`config.mk`:
```
export PLATFORM = sky130hd
export DESIGN_NAME = tadc_queue
export DESIGN_NICKNAME = d
export VERILOG_FILES = /design/src/hw/rtl/tadc_pkg.sv /design/src/hw/rtl/tadc_queue.sv
export SDC_FILE = /design/constraint.sdc
export NUM_CORES = 1
export LEC_CHECK = 0
export BUFFER_PORTS_ARGS = -buffer_cell sky130_fd_sc_hd__buf_2
export CORE_UTILIZATION = 45
export DETAILED_ROUTE_END_ITERATION = 7
export GPL_TIMING_DRIVEN = 0
export PLACE_DENSITY = 0.75
export SETUP_SLACK_MARGIN = 0.4
export SLEW_MARGIN = 10
export SYNTH_ARGS = -nofsm -noshare
export SYNTH_HDL_FRONTEND = slang
export SYNTH_SLANG_ARGS = --single-unit
export TNS_END_PERCENT = 100
```
`constraint.sdc`:
```
create_clock -name clk_i -period 2.1 [get_ports clk_i]
set_clock_uncertainty 0.05 [all_clocks]
set_input_delay 0.42 -clock clk_i [delete_from_list [all_inputs] [get_ports clk_i]]
set_output_delay 0.42 -clock clk_i [all_outputs]
set_load 0.01 [all_outputs]
```
`src/hw/rtl/tadc_pkg.sv`:
```
// Package for the thermistor ADC to deci-Celsius converter.
// Holds widths, item and tag types, and the ln fraction table; no dependencies.
`timescale 1ns / 1ps

package tadc_pkg;

  localparam int unsigned NUM_CHANNELS = 8;
  localparam int unsigned CH_W         = 3;
  localparam int unsigned MV_W         = 12;
  localparam int unsigned TEMP_W       = 17;
  localparam int unsigned TYPES_W      = 16;

  localparam int unsigned NUM_W = 54;
  localparam int unsigned DEN_W = 36;
  localparam int unsigned QUO_W = 26;

  localparam logic [1:0] TYPE_NTC = 2'd0;
  localparam logic [1:0] TYPE_RTD = 2'd1;

  localparam logic [MV_W-1:0] NTC_SUPPLY_MV = 12'd3300;

  typedef enum logic [1:0] {
    KIND_NTC,
    KIND_RTD,
    KIND_RAW
  } kind_e;

  typedef struct packed {
    logic [CH_W-1:0] ch;
    logic [MV_W-1:0] mv;
    kind_e           kind;
  } item_t;

  typedef struct packed {
    logic [CH_W-1:0] ch;
    logic [MV_W-1:0] mv;
    kind_e           kind;
    logic            sat_lo;
    logic            sat_hi;
    logic            neg;
  } tag_t;

  function automatic logic [15:0] ln_frac(input logic [4:0] i);
    logic [15:0] v;
    case (i)
      5'd0:    v = 16'd0;
      5'd1:    v = 16'd3973;
      5'd2:    v = 16'd7719;
      5'd3:    v = 16'd11262;
      5'd4:    v = 16'd14624;
      5'd5:    v = 16'd17821;
      5'd6:    v = 16'd20870;
      5'd7:    v = 16'd23783;
      5'd8:    v = 16'd26573;
      5'd9:    v = 16'd29248;
      5'd10:   v = 16'd31818;
      5'd11:   v = 16'd34292;
      5'd12:   v = 16'd36675;
      5'd13:   v = 16'd38975;
      5'd14:   v = 16'd41196;
      5'd15:   v = 16'd43345;
      5'd16:   v = 16'd45426;
      default: v = 16'd0;
    endcase
    return v;
  endfunction

endpackage

```
`src/hw/rtl/tadc_queue.sv`:
```
// Two-entry queue between the front end and the conversion pipeline.
// Depends on tadc_pkg.
`timescale 1ns / 1ps

module tadc_queue (
  input  logic            clk_i,
  input  logic            rst_ni,
  input  logic            push_i,
  input  tadc_pkg::item_t item_i,
  output logic            full_o,
  output logic            pop_o,
  output tadc_pkg::item_t item_o
);

  tadc_pkg::item_t mem_q [2];
  logic            wptr_q, rptr_q;
  logic [1:0]      count_q, count_d;

  assign full_o = (count_q == 2'd2);
  assign pop_o  = (count_q != 2'd0);
  assign item_o = mem_q[rptr_q];

  always_comb begin
    count_d = count_q + {1'b0, push_i} - {1'b0, pop_o};
  end

  always_ff @(posedge clk_i or negedge rst_ni) begin
    if (!rst_ni) begin
      wptr_q  <= 1'b0;
      rptr_q  <= 1'b0;
      count_q <= 2'd0;
    end else begin
      count_q <= count_d;
      if (push_i) begin
        wptr_q <= ~wptr_q;
      end
      if (pop_o) begin
        rptr_q <= ~rptr_q;
      end
    end
  end

  always_ff @(posedge clk_i) begin
    if (push_i) begin
      mem_q[wptr_q] <= item_i;
    end
  end

endmodule

```
; Word-level counts from Yosys, hierarchy flattened
; Memory sizes are Yosys's and may differ from the RTL's.
; Index checks and enable logic that the tools add are counted.
[classes]
n_shift = 0
bitwise = 2
add_sub_neg = 2
div = 0
n_mux = 2
magnitude_cmp = 0
reduce_logical = 1
n_eq_ne = 1
n_mul = 0
[op_table]
columns = cell, count
row1 = adder 2 x 1 -> 2 bit, 1
row2 = == test 2 bit (second input constant), 1
row3 = 2-to-1 mux 1 bit, 2
row4 = NOT 1 bit, 2
row5 = nonzero test 2 bit, 1
row6 = subtractor 2 x 1 -> 2 bit, 1
[word_totals]
romBits = 0
ramBits = 34
mem_count = 1
output_inout_bits = 19
elab_cells = 12
ff_bits = 4
in_bits = 20
latch_bits = 0
[mem_list]
columns = memory, words, word_bits, rd, rd_clocked_by_memory_dff, wr, line_no
row1 = mem_q, 2, 17, 1, 0, 1, tadc_queue.sv:15  ; tadc_pkg::item_t mem_q [2];

; Depth between registers and ports, before layout
[logic_depth]
depth_word = 2
depth_mapped = 3
ltp_nobuf = 3

; Worst setup path before layout
; OpenSTA, ideal clock, no wires.
[synth_timing]
path_type = input -> register
from = in push_i
to = mem mem_q[0][0] (netlist name), enable pin
n_path_buf = 0
path_slack_ns = 0.431
cell_stages = 1
t_required_ns = 1.657
t_arrival_ns = 1.227
cell_sequence = nor2b_1
[synth_via]
elab_chain_cells = 2
[synth_rtl]
columns = element, line_no
row1 = start: declaration, tadc_queue.sv:8  ; input logic push_i,
row2 = 2-to-1 mux 1 bit, tadc_queue.sv:44  ; if (push_i) begin
row3 = 2-to-1 mux 1 bit (not written as such), tadc_queue.sv:45  ; mem_q[wptr_q] <= item_i;
row4 = end: declaration, tadc_queue.sv:15
; No other way between the ends.

==> metrics.md <==
| Metric | Value |
|---|---|
| Worst slew pin tran | `873 ps` |
| Avg Cell Area, Syn | `21.7 µm²` |
| Vias | `749` |
| Die Ht | `58.8 µm` |
| TritonCTS clock tree | `done` |
| Final hold viol count | `0` |
| Largest net degree at the start of global routing | `18` |
| DRC | `0` |
| Root buf cell | `clkbuf_4` |
| Synth area leader | `edfxtp_1` |
| Synthesized area | `1450 µm²` |
| Clk_lat worst skew | `330 ps` |
| Headroom to the max-slew limit | `0.415` |
| Core area | `3050 µm²` |
| Gpl congestion | `0.597` |
| HPWL Detailed | `1480 µm` |
| Post-Syn Instances | `67` |
| Outcome | `finished, final reports clean` |
| Final Cycle Share | `0.895` |
| Die Width | `58.8 µm` |
| CP required | `1630 ps` |
| Setup Crit Path Kind | `flip-flop to output pin` |
| Antenna violations before repair | `0` |
| Worst hold path class | `input port to flip-flop` |
| RSZ-0062 raised after global routing | `true` |
| Commonest non-fill, non-tap cell in the layout | `edfxtp_1` |
| PortBufs | `38` |
| LEAKAGE | `0.771 nW` |
| Synthesized Nets | `88` |
| FMAX | `532 MHz` |
| Die area | `3460 µm²` |
| Yosys top cell area share | `0.703` |
| Top post-synthesis cells by area | `edfxtp_1 (70%), mux2_4 (9.3%), dfrtp_1 (6.9%)` |
| Pwr dens | `1220 nW/µm²` |
| Slew Viols, Final | `0` |
| DRT iter0 DRCs | `15` |
| IO Count | `39` |
| Register area share after synthesis | `0.772` |
| TritonCTS Buffers | `5` |
| Hold_ws | `217 ps` |
| Initial Util | `0.475` |
| Layout net count | `139` |
| # fillers | `244` |
| Crit end category | `output pin` |
| Setup TNS Final | `0 ps` |
| Yosys Warn Count | `0` |
| VDD IR max | `0.000614 V` |
| Most frequent cells in the layout | `edfxtp_1 (34), buf_2 (21), buf_6 (18), mux2_4 (9), mux2_2 (8)` |
| Vias in the first global route | `729` |
| Flops & latches, synth | `38` |
| First-pass GRT wire length | `3420 µm` |
| GRT overflow | `0` |
| Critical Path AT | `1410 ps` |
| Tmin final | `1880 ps` |
| H-tree depth | `2` |
| Clock sink total | `38` |
| DRT Wirelength | `2240 µm` |
| FP Rows | `20` |
| GRT Util Overall | `0.146` |
| Worst-path clk slew | `100 ps` |
| # setup viols final | `0` |
| Via-to-Cell Ratio | `4.60` |
| Post-route ant nets | `0` |
| Layout cell share with drive strength beyond 1 | `0.580` |
| N_diodes | `0` |
| DP Area | `1700 µm²` |
| Finished Cell Area | `1920 µm²` |
| Mean routed wirelength per cell | `13.7 µm` |
| CP startpoint kind | `flip-flop` |
| Area grow syn2layout | `32.1%` |
| CTS Buffer Depth | `2` |
| Synth cell types | `13` |
| DR pass1 iterations | `4` |
| CP max FO | `10` |
| Max-cap viol count | `0` |
[cells by family after synthesis]
group,share of synthesized area
simple gates,0.0241
mux,0.155
flops,0.772
buf+inv,0.0216
fa+ha+maj,0.00862
xor+xnor,0.0181
[routing by layer]
| metal | part of all wire | global-route usage |
|---|---|---|
| met1 | 0.39 | 0.155 |
| met2 | 0.54 | 0.247 |
| met3 | 0.046 | 0.0659 |
| met4 | 0.019 | 0.0714 |
| met5 | 0 | 0 |
[layout make-up]
type | count | area [µm²] | area share
sequential | 38 | 1120 | 0.585
timing repair buffer | 44 | 357 | 0.186
multi-input combinational | 27 | 304 | 0.159
tap | 44 | 55.1 | 0.0287
clock buffer | 8 | 48.8 | 0.0255
buffer | 2 | 31.3 | 0.0163
[synthesized netlist by cell type]
library cell   n
edfxtp_1      34
mux2_2         8
and2_1         1
or2_2          1
ha_1           1
dfrtp_1        4
xor2_1         2
xnor2_1        1
buf_12         1
nor2b_1        3
buf_6          1
mux2_4         9
nand2_1        1
[critical path: stages, from the launching register on]
cell	delay, ps
dfrtp_1	380
buf_6	130
buf_12	140
mux2_4	300
buf_6	120
[repair_timing]
item | CTS | global route
setup endpoints to repair | 18 | 18
resized for setup | 14 | 4
buffers inserted | 3 | 2
hold buffers | 1 | 0
hold endpoints to repair | 4 | 0
[through the flow]
stage          setup slack, ps  power [mW]  utilization  std cells
6_report                   220        2.33        0.628        163
3_5_place_dp               386        1.75        0.557        149
4_1_cts                    196        2.31        0.616        161
3_3_place_gp             -55.7        1.73        0.556        149
5_1_grt                    172        2.45        0.628        163
2_1_floorplan              431        1.53            -         67
[sequential cells by signal, indices dropped and copies added, names as in the netlist]
name	count
mem_q	34
count_q	2
rptr_q	1
wptr_q	1
[power by group]
| part | switching (mW) | leakage, nW | internal [mW] | total [mW] |
|---|---|---|---|---|
| Combinational | 0.369 | 0.377 | 0.579 | 0.949 |
| Clock | 0.214 | 0.0265 | 0.133 | 0.348 |
| Sequential | 0.0411 | 0.368 | 0.996 | 1.04 |
[path summary, 6_finish.rpt]
kind                                          from                     to  slack, ps  depth (start not counted)
worst min-delay path                     item_i[8]  mem_q[0][8]$_DFFE_PP_        220                          1
worst max-delay path            rptr_q$_DFFE_PN0P_             item_o[12]        220                          4
min in group asynchronous                   rst_ni   count_q[0]$_DFF_PN0_        360                          2
worst min register to register  wptr_q$_DFFE_PN0P_     wptr_q$_DFFE_PN0P_        460                          1
max in group asynchronous                   rst_ni     wptr_q$_DFFE_PN0P_       1510                          2
worst max register to register  wptr_q$_DFFE_PN0P_  mem_q[0][9]$_DFFE_PP_        560                          1
Note: power is estimated with default switching activity, not from simulation.
