**src/hw/rtl/tadc_pkg.sv**
```systemverilog
// Package for the thermistor ADC to deci-Celsius converter.
// Holds widths, item and tag types, and the ln fraction table; no dependencies.
`timescale 1ns / 1ps

package tadc_pkg;

  localparam int unsigned NUM_CHANNELS = 8;
  localparam int unsigned CH_W         = 3;
  localparam int unsigned MV_W         = 12;
  localparam int unsigned TEMP_W       = 17;
  localparam int unsigned TYPES_W      = 16;

  localparam int unsigned NUM_W = 54;
  localparam int unsigned DEN_W = 36;
  localparam int unsigned QUO_W = 26;

  localparam logic [1:0] TYPE_NTC = 2'd0;
  localparam logic [1:0] TYPE_RTD = 2'd1;

  localparam logic [MV_W-1:0] NTC_SUPPLY_MV = 12'd3300;

  typedef enum logic [1:0] {
    KIND_NTC,
    KIND_RTD,
    KIND_RAW
  } kind_e;

  typedef struct packed {
    logic [CH_W-1:0] ch;
    logic [MV_W-1:0] mv;
    kind_e           kind;
  } item_t;

  typedef struct packed {
    logic [CH_W-1:0] ch;
    logic [MV_W-1:0] mv;
    kind_e           kind;
    logic            sat_lo;
    logic            sat_hi;
    logic            neg;
  } tag_t;

  function automatic logic [15:0] ln_frac(input logic [4:0] i);
    logic [15:0] v;
    case (i)
      5'd0:    v = 16'd0;
      5'd1:    v = 16'd3973;
      5'd2:    v = 16'd7719;
      5'd3:    v = 16'd11262;
      5'd4:    v = 16'd14624;
      5'd5:    v = 16'd17821;
      5'd6:    v = 16'd20870;
      5'd7:    v = 16'd23783;
      5'd8:    v = 16'd26573;
      5'd9:    v = 16'd29248;
      5'd10:   v = 16'd31818;
      5'd11:   v = 16'd34292;
      5'd12:   v = 16'd36675;
      5'd13:   v = 16'd38975;
      5'd14:   v = 16'd41196;
      5'd15:   v = 16'd43345;
      5'd16:   v = 16'd45426;
      default: v = 16'd0;
    endcase
    return v;
  endfunction

endpackage

```
**src/hw/rtl/tadc_front.sv**
```systemverilog
// Front end of the converter: takes items, drops failed reads, classifies by channel type.
// Depends on tadc_pkg.
`timescale 1ns / 1ps

module tadc_front (
  input  logic                            clk_i,
  input  logic                            rst_ni,
  input  logic                            start,
  output logic                            busy,
  input  logic [tadc_pkg::CH_W-1:0]       channel_i,
  input  logic [tadc_pkg::MV_W-1:0]       reading_mv_i,
  input  logic                            adc_ok_i,
  input  logic [tadc_pkg::TYPES_W-1:0]    types_i,
  input  logic                            full_i,
  output logic                            push_o,
  output tadc_pkg::item_t                 item_o
);

  logic            valid_q, valid_d;
  tadc_pkg::item_t item_q;
  logic            accept, keep;
  logic [1:0]      ch_type;
  tadc_pkg::kind_e kind;

  assign busy   = valid_q & full_i;
  assign push_o = valid_q & ~full_i;
  assign item_o = item_q;
  assign accept = start & ~busy;

  assign keep    = adc_ok_i & ({1'b0, channel_i} < 4'(tadc_pkg::NUM_CHANNELS));
  assign ch_type = types_i[{channel_i, 1'b0} +: 2];

  always_comb begin
    case (ch_type)
      tadc_pkg::TYPE_NTC: kind = tadc_pkg::KIND_NTC;
      tadc_pkg::TYPE_RTD: kind = tadc_pkg::KIND_RTD;
      default:            kind = tadc_pkg::KIND_RAW;
    endcase
  end

  always_comb begin
    valid_d = valid_q;
    if (accept) begin
      valid_d = keep;
    end else if (push_o) begin
      valid_d = 1'b0;
    end
  end

  always_ff @(posedge clk_i or negedge rst_ni) begin
    if (!rst_ni) begin
      valid_q <= 1'b0;
    end else begin
      valid_q <= valid_d;
    end
  end

  always_ff @(posedge clk_i) begin
    if (accept) begin
      item_q.ch   <= channel_i;
      item_q.mv   <= reading_mv_i;
      item_q.kind <= kind;
    end
  end

endmodule

```
**config.mk**
```make
export PLATFORM = sky130hd
export DESIGN_NAME = tadc_front
export DESIGN_NICKNAME = d
export VERILOG_FILES = /design/src/hw/rtl/tadc_pkg.sv /design/src/hw/rtl/tadc_front.sv
export SDC_FILE = /design/constraint.sdc
export NUM_CORES = 1
export LEC_CHECK = 0
export BUFFER_PORTS_ARGS = -buffer_cell sky130_fd_sc_hd__buf_2
export CAP_MARGIN = 20
export CORE_MARGIN = 2
export CORE_UTILIZATION = 40
export CTS_CLUSTER_DIAMETER = 150
export DETAILED_ROUTE_END_ITERATION = 6
export PLACE_DENSITY = 0.82
export SLEW_MARGIN = 10
export SYNTH_ARGS = -nofsm -noshare
export SYNTH_HDL_FRONTEND = slang
export SYNTH_SLANG_ARGS = --single-unit
```
**constraint.sdc**
```tcl
create_clock -name clk_i -period 4 [get_ports clk_i]
set_input_delay 0.2 -clock clk_i [delete_from_list [all_inputs] [get_ports clk_i]]
set_output_delay 0.2 -clock clk_i [all_outputs]
set_load 0.02 [all_outputs]
```
# Word-level counts from Yosys, hierarchy flattened
# Cells that the tools add are included.
dict set report classes {
  eq_ne 1
  shift 1
  mux 3
  bitwise_logic 5
  reduce_logical 2
}
# op count
set op_table {}
lappend op_table {{$shiftx A16 B5 Y2} 1}
lappend op_table {{$pmux W2 S2} 1}
lappend op_table {{$and A1 B1 Y1} 3}
lappend op_table {{$eq A2 B1 Y1 const B} 1}
lappend op_table {{$logic_not A2 Y1} 1}
lappend op_table {{$mux W1} 2}
lappend op_table {{$not A1 Y1} 2}
lappend op_table {{$reduce_bool A2 Y1} 1}
dict set report word_totals {
  reg_bits 18
  in_bits 36
  output_inout_bits 19
  wordCells 16
}

# Depth between registers and ports, before layout
dict set report depth {
  depth_word 4
  depth_mapped 3
  mapped_depth_nobuf 3
}

# Least setup slack after synthesis
# OpenSTA, ideal clock, no wires.
dict set report synth_path {
  path_kind {register to register}
  startpoint {register valid_q}
  endpoint {register item_q (netlist bit item_o[0]) (enable)}
  setup_time_ns 0.392
  t_arrival_ns 1.391
  required_ns 3.608
  setup_slack_ns 2.216
  stages_incl_launch_ff 3
  path_buffers 0
  synth_period_minus_slack_ns 1.784
  path_cell_list {dfrtp_1 > and2_1 > nor2b_1}
}
dict set report synth_via {
  elab_chain_len 3
}
# item line
set synth_lines {}
lappend synth_lines {{start, declared} tadc_front.sv:19} ;# logic valid_q, valid_d;
lappend synth_lines {{start signal, assigned} tadc_front.sv:54} ;# valid_q <= valid_d;
lappend synth_lines {{$and A1 B1 Y1} tadc_front.sv:25} ;# assign busy = valid_q & full_i;
lappend synth_lines {{net busy} tadc_front.sv:9} ;# output logic busy,
lappend synth_lines {{$not A1 Y1} tadc_front.sv:28} ;# assign accept = start & ~busy;
lappend synth_lines {{$and A1 B1 Y1} tadc_front.sv:28}
lappend synth_lines {{net accept} tadc_front.sv:21} ;# logic accept, keep;
lappend synth_lines {{end, declared} tadc_front.sv:20} ;# tadc_pkg::item_t item_q;
# The timed path passes the listed nets, and every way through them passes these cells.
# A chain may end at the register's enable or synchronous reset.

# Worst setup path in the final report
dict set report layout_path {
  startpoint {register valid_q}
  endpoint {register item_q (netlist bit item_o[14]) (enable)}
}
dict set report layout_via {
  elab_chain_len 3
}
# item line
set layout_lines {}
lappend layout_lines {{$and A1 B1 Y1} tadc_front.sv:25}
lappend layout_lines {{$not A1 Y1} tadc_front.sv:28}
lappend layout_lines {{$and A1 B1 Y1} tadc_front.sv:28}
lappend layout_lines {{net accept} tadc_front.sv:21}
# The timed path passes the listed nets, and every way through them passes these cells.

==> impl_metrics.yaml <==
detailed_routing:
  drt-met1-wl_um: 471
  top_layer: "met4"
  drt_iter0_drc: 5
  route.met3.wl_um: 203
  vias_per_cell: 5.06
  ant_nets: 0
  drtPass1Iterations: 2
  num_vias: 536
  wirelength_um: 1300
  wl_met2_um: 610
  wire_per_inst_um: 12.2
  route.detailed.drc: 0
timing:
  slew_headroom_pct: 86.0
  fin_hold_ws_ns: 0.0867
  fin_crit_sh_pct: 29.9
  period_minus_slack_ns: 1.19
  fmax_mhz: 837
  setup_violations: 0
  slew_violations: 0
  worstMarginPinSlew_ns: 0.210
  finalHoldViolCount: 0
  fin_ws_ns: 2.81
  rsz0062_at_grt: "false"
  fin_worst_skew_ns: 0.00449
  fin_setup_tns_ns: 0
layout:
  final_common_cell: "buf_2"
  diodes: 0
  stdcell_area_um2: 1030
  final_cell_mix: "54 x buf_2, 17 x edfxtp_1, 4 x mux4_1"
  layout-drive-gt1-share_pct: 66.3
  post-route-util_pct: 61.5
  final_cells: 106
  fillers: 132
  area_growth_pct: 48.5
  fin_nets: 126
worst_setup_path:
  r2r_slack_ns: 2.81
  critPathMaxFanout: 17
  arrival_ns: 1.17
  crit_type: "flip-flop to flip-flop"
  reg2reg_depth: 3
  critPathRequiredTime_ns: 3.98
  rr_endpoint: "item_o[14]"
  critPathCaptureType: "flip-flop"
  r2r_start: "valid_q"
  startpoint_type: "flip-flop"
floorplan:
  start_util_pct: 41.4
  ios: 55
  die_height_um: 45.6
  die_w_um: 45.6
  core-area_um2: 1670
  die_area_um2: 2080
  rows: 15
synthesis:
  synth_xor_area_share_pct: 0
  synth.avg_cell_area_um2: 23.9
  syn-instance-count: 29
  synth_top_family_by_area: "multiplexers"
  ys_warn_count: 0
  ys_seq_area_share_pct: 77.4
  synth_fa_ha_area_share_pct: 0
  synth-simple-area-share_pct: 3.25
  netlist_area_um2: 692
  synth_compound_area_share_pct: 1.08
  ys_seq_elements: 18
  post_synth_num_cell_types: 9
  synth_mux_area_share_pct: 18.3
  synth_nets: 65
flow_run:
  maxCapViolCount: 0
clock_tree:
  cts_inserted_buffers: 3
  path_clk_slew_ns: 0.09
  cts_tree: "done"
  root_buffer: "clkbuf_4"
  clk-insertion-delay-late_ns: 0.28
  cts_max_path_buffers: 2
  htree_levels: 1
  cts.sinks: 18
  ctsResizeCount: 0
placement:
  place_ws_ns: 2.54
  placed_area_um2: 991
  dpl.cell_count: 101
  gp_congestion: 0.686
  io_buffer_count: 54
hold_path:
  min_from: "reading_mv_i[1]"
  whs_path_depth: 1
  holdPathEnd: "item_o[3]"
  hp-class: "input port to flip-flop"
pwr:
  peakVddDrop_mv: 0.176
  p_per_area_nw_per_um2: 363
  power.leakage_nw: 0.485
  power_mw: 0.373
global_route:
  grt_usage_pct: 13.7
  grt_max_degree: 18
  grt_pass1_vias: 486
  antenna_found_initial: 0
  grt_pass1_wl_um: 1970
  grt-ovfl-total: 0
run_status:
  outcome: "finished, final reports clean"
-- flip-flops by register name, indices dropped and copies added (netlist names) --
| register | count |
|---|---|
| item_o | 17 |
| valid_q | 1 |
-- worst max-delay path, cell delays in order, from the launching register on --
cell     delay (ns)
dfrtp_1        0.38
and2_1         0.16
nor2b_1        0.11
buf_4          0.25
-- layer usage --
layer  vias to the layer above  global-route usage [%]
met1                       245                    13.9
met3                         2                    5.16
met4                         0                    8.24
met5                         -                       0
met2                        46                    23.7
li1                        243                       -
-- area by class of cell --
class	count	area, um2	share of cell area [%]
multi-input combinational	11	156	15.2
timing repair buffer	56	288	28.0
tap	17	21.3	2.07
clock inverter	1	3.75	0.365
clock buffer	3	22.5	2.19
sequential	18	536	52.1
-- synthesized netlist by cell type --
| library cell | number | area [um2] |
|---|---|---|
| and2_1 | 1 | 6.26 |
| mux4_1 | 4 | 105 |
| edfxtp_1 | 17 | 510 |
| nor2b_1 | 2 | 12.5 |
| nor2_1 | 1 | 3.75 |
| dfrtp_1 | 1 | 25.0 |
| mux2i_1 | 1 | 10.0 |
| mux2_2 | 1 | 11.3 |
| a21o_1 | 1 | 7.51 |
-- how the worst max path moves through the flow --
stage / from / to / cells after the start
6_report: valid_q / item_o[14] / 3
5_1_grt: valid_q / item_o[4] / 3
4_1_cts: valid_q / item_o[11] / 3
3_5_place_dp: channel_i[0] / item_o[1] / 3
3_3_place_gp: channel_i[0] / item_o[1] / 3
2_1_floorplan: valid_q / item_o[0] / 2
-- power by group --
| group | total [mW] | switching, mW | internal [mW] |
|---|---|---|---|
| clock network | 0.0860 | 0.0498 | 0.0362 |
| logic | 0.0637 | 0.0331 | 0.0305 |
| registers | 0.223 | 0.00246 | 0.221 |
-- repair_timing --
item	in CTS	in global routing
endpoints found under the hold margin	1	0
buffers inserted	0	0
hold buffers	1	0
-- kinds of logic (layout without fill, tap and decap cells) --
| group | count (synthesis) | count (layout) |
|---|---|---|
| muxes | 6 | 6 |
| buffers and inverters | 0 | 60 |
| and+or+nand+nor | 4 | 4 |
| AOI/OAI and AO/OA | 1 | 1 |
| DFF | 18 | 18 |
No activity file was read; power rests on OpenSTA's default activity.
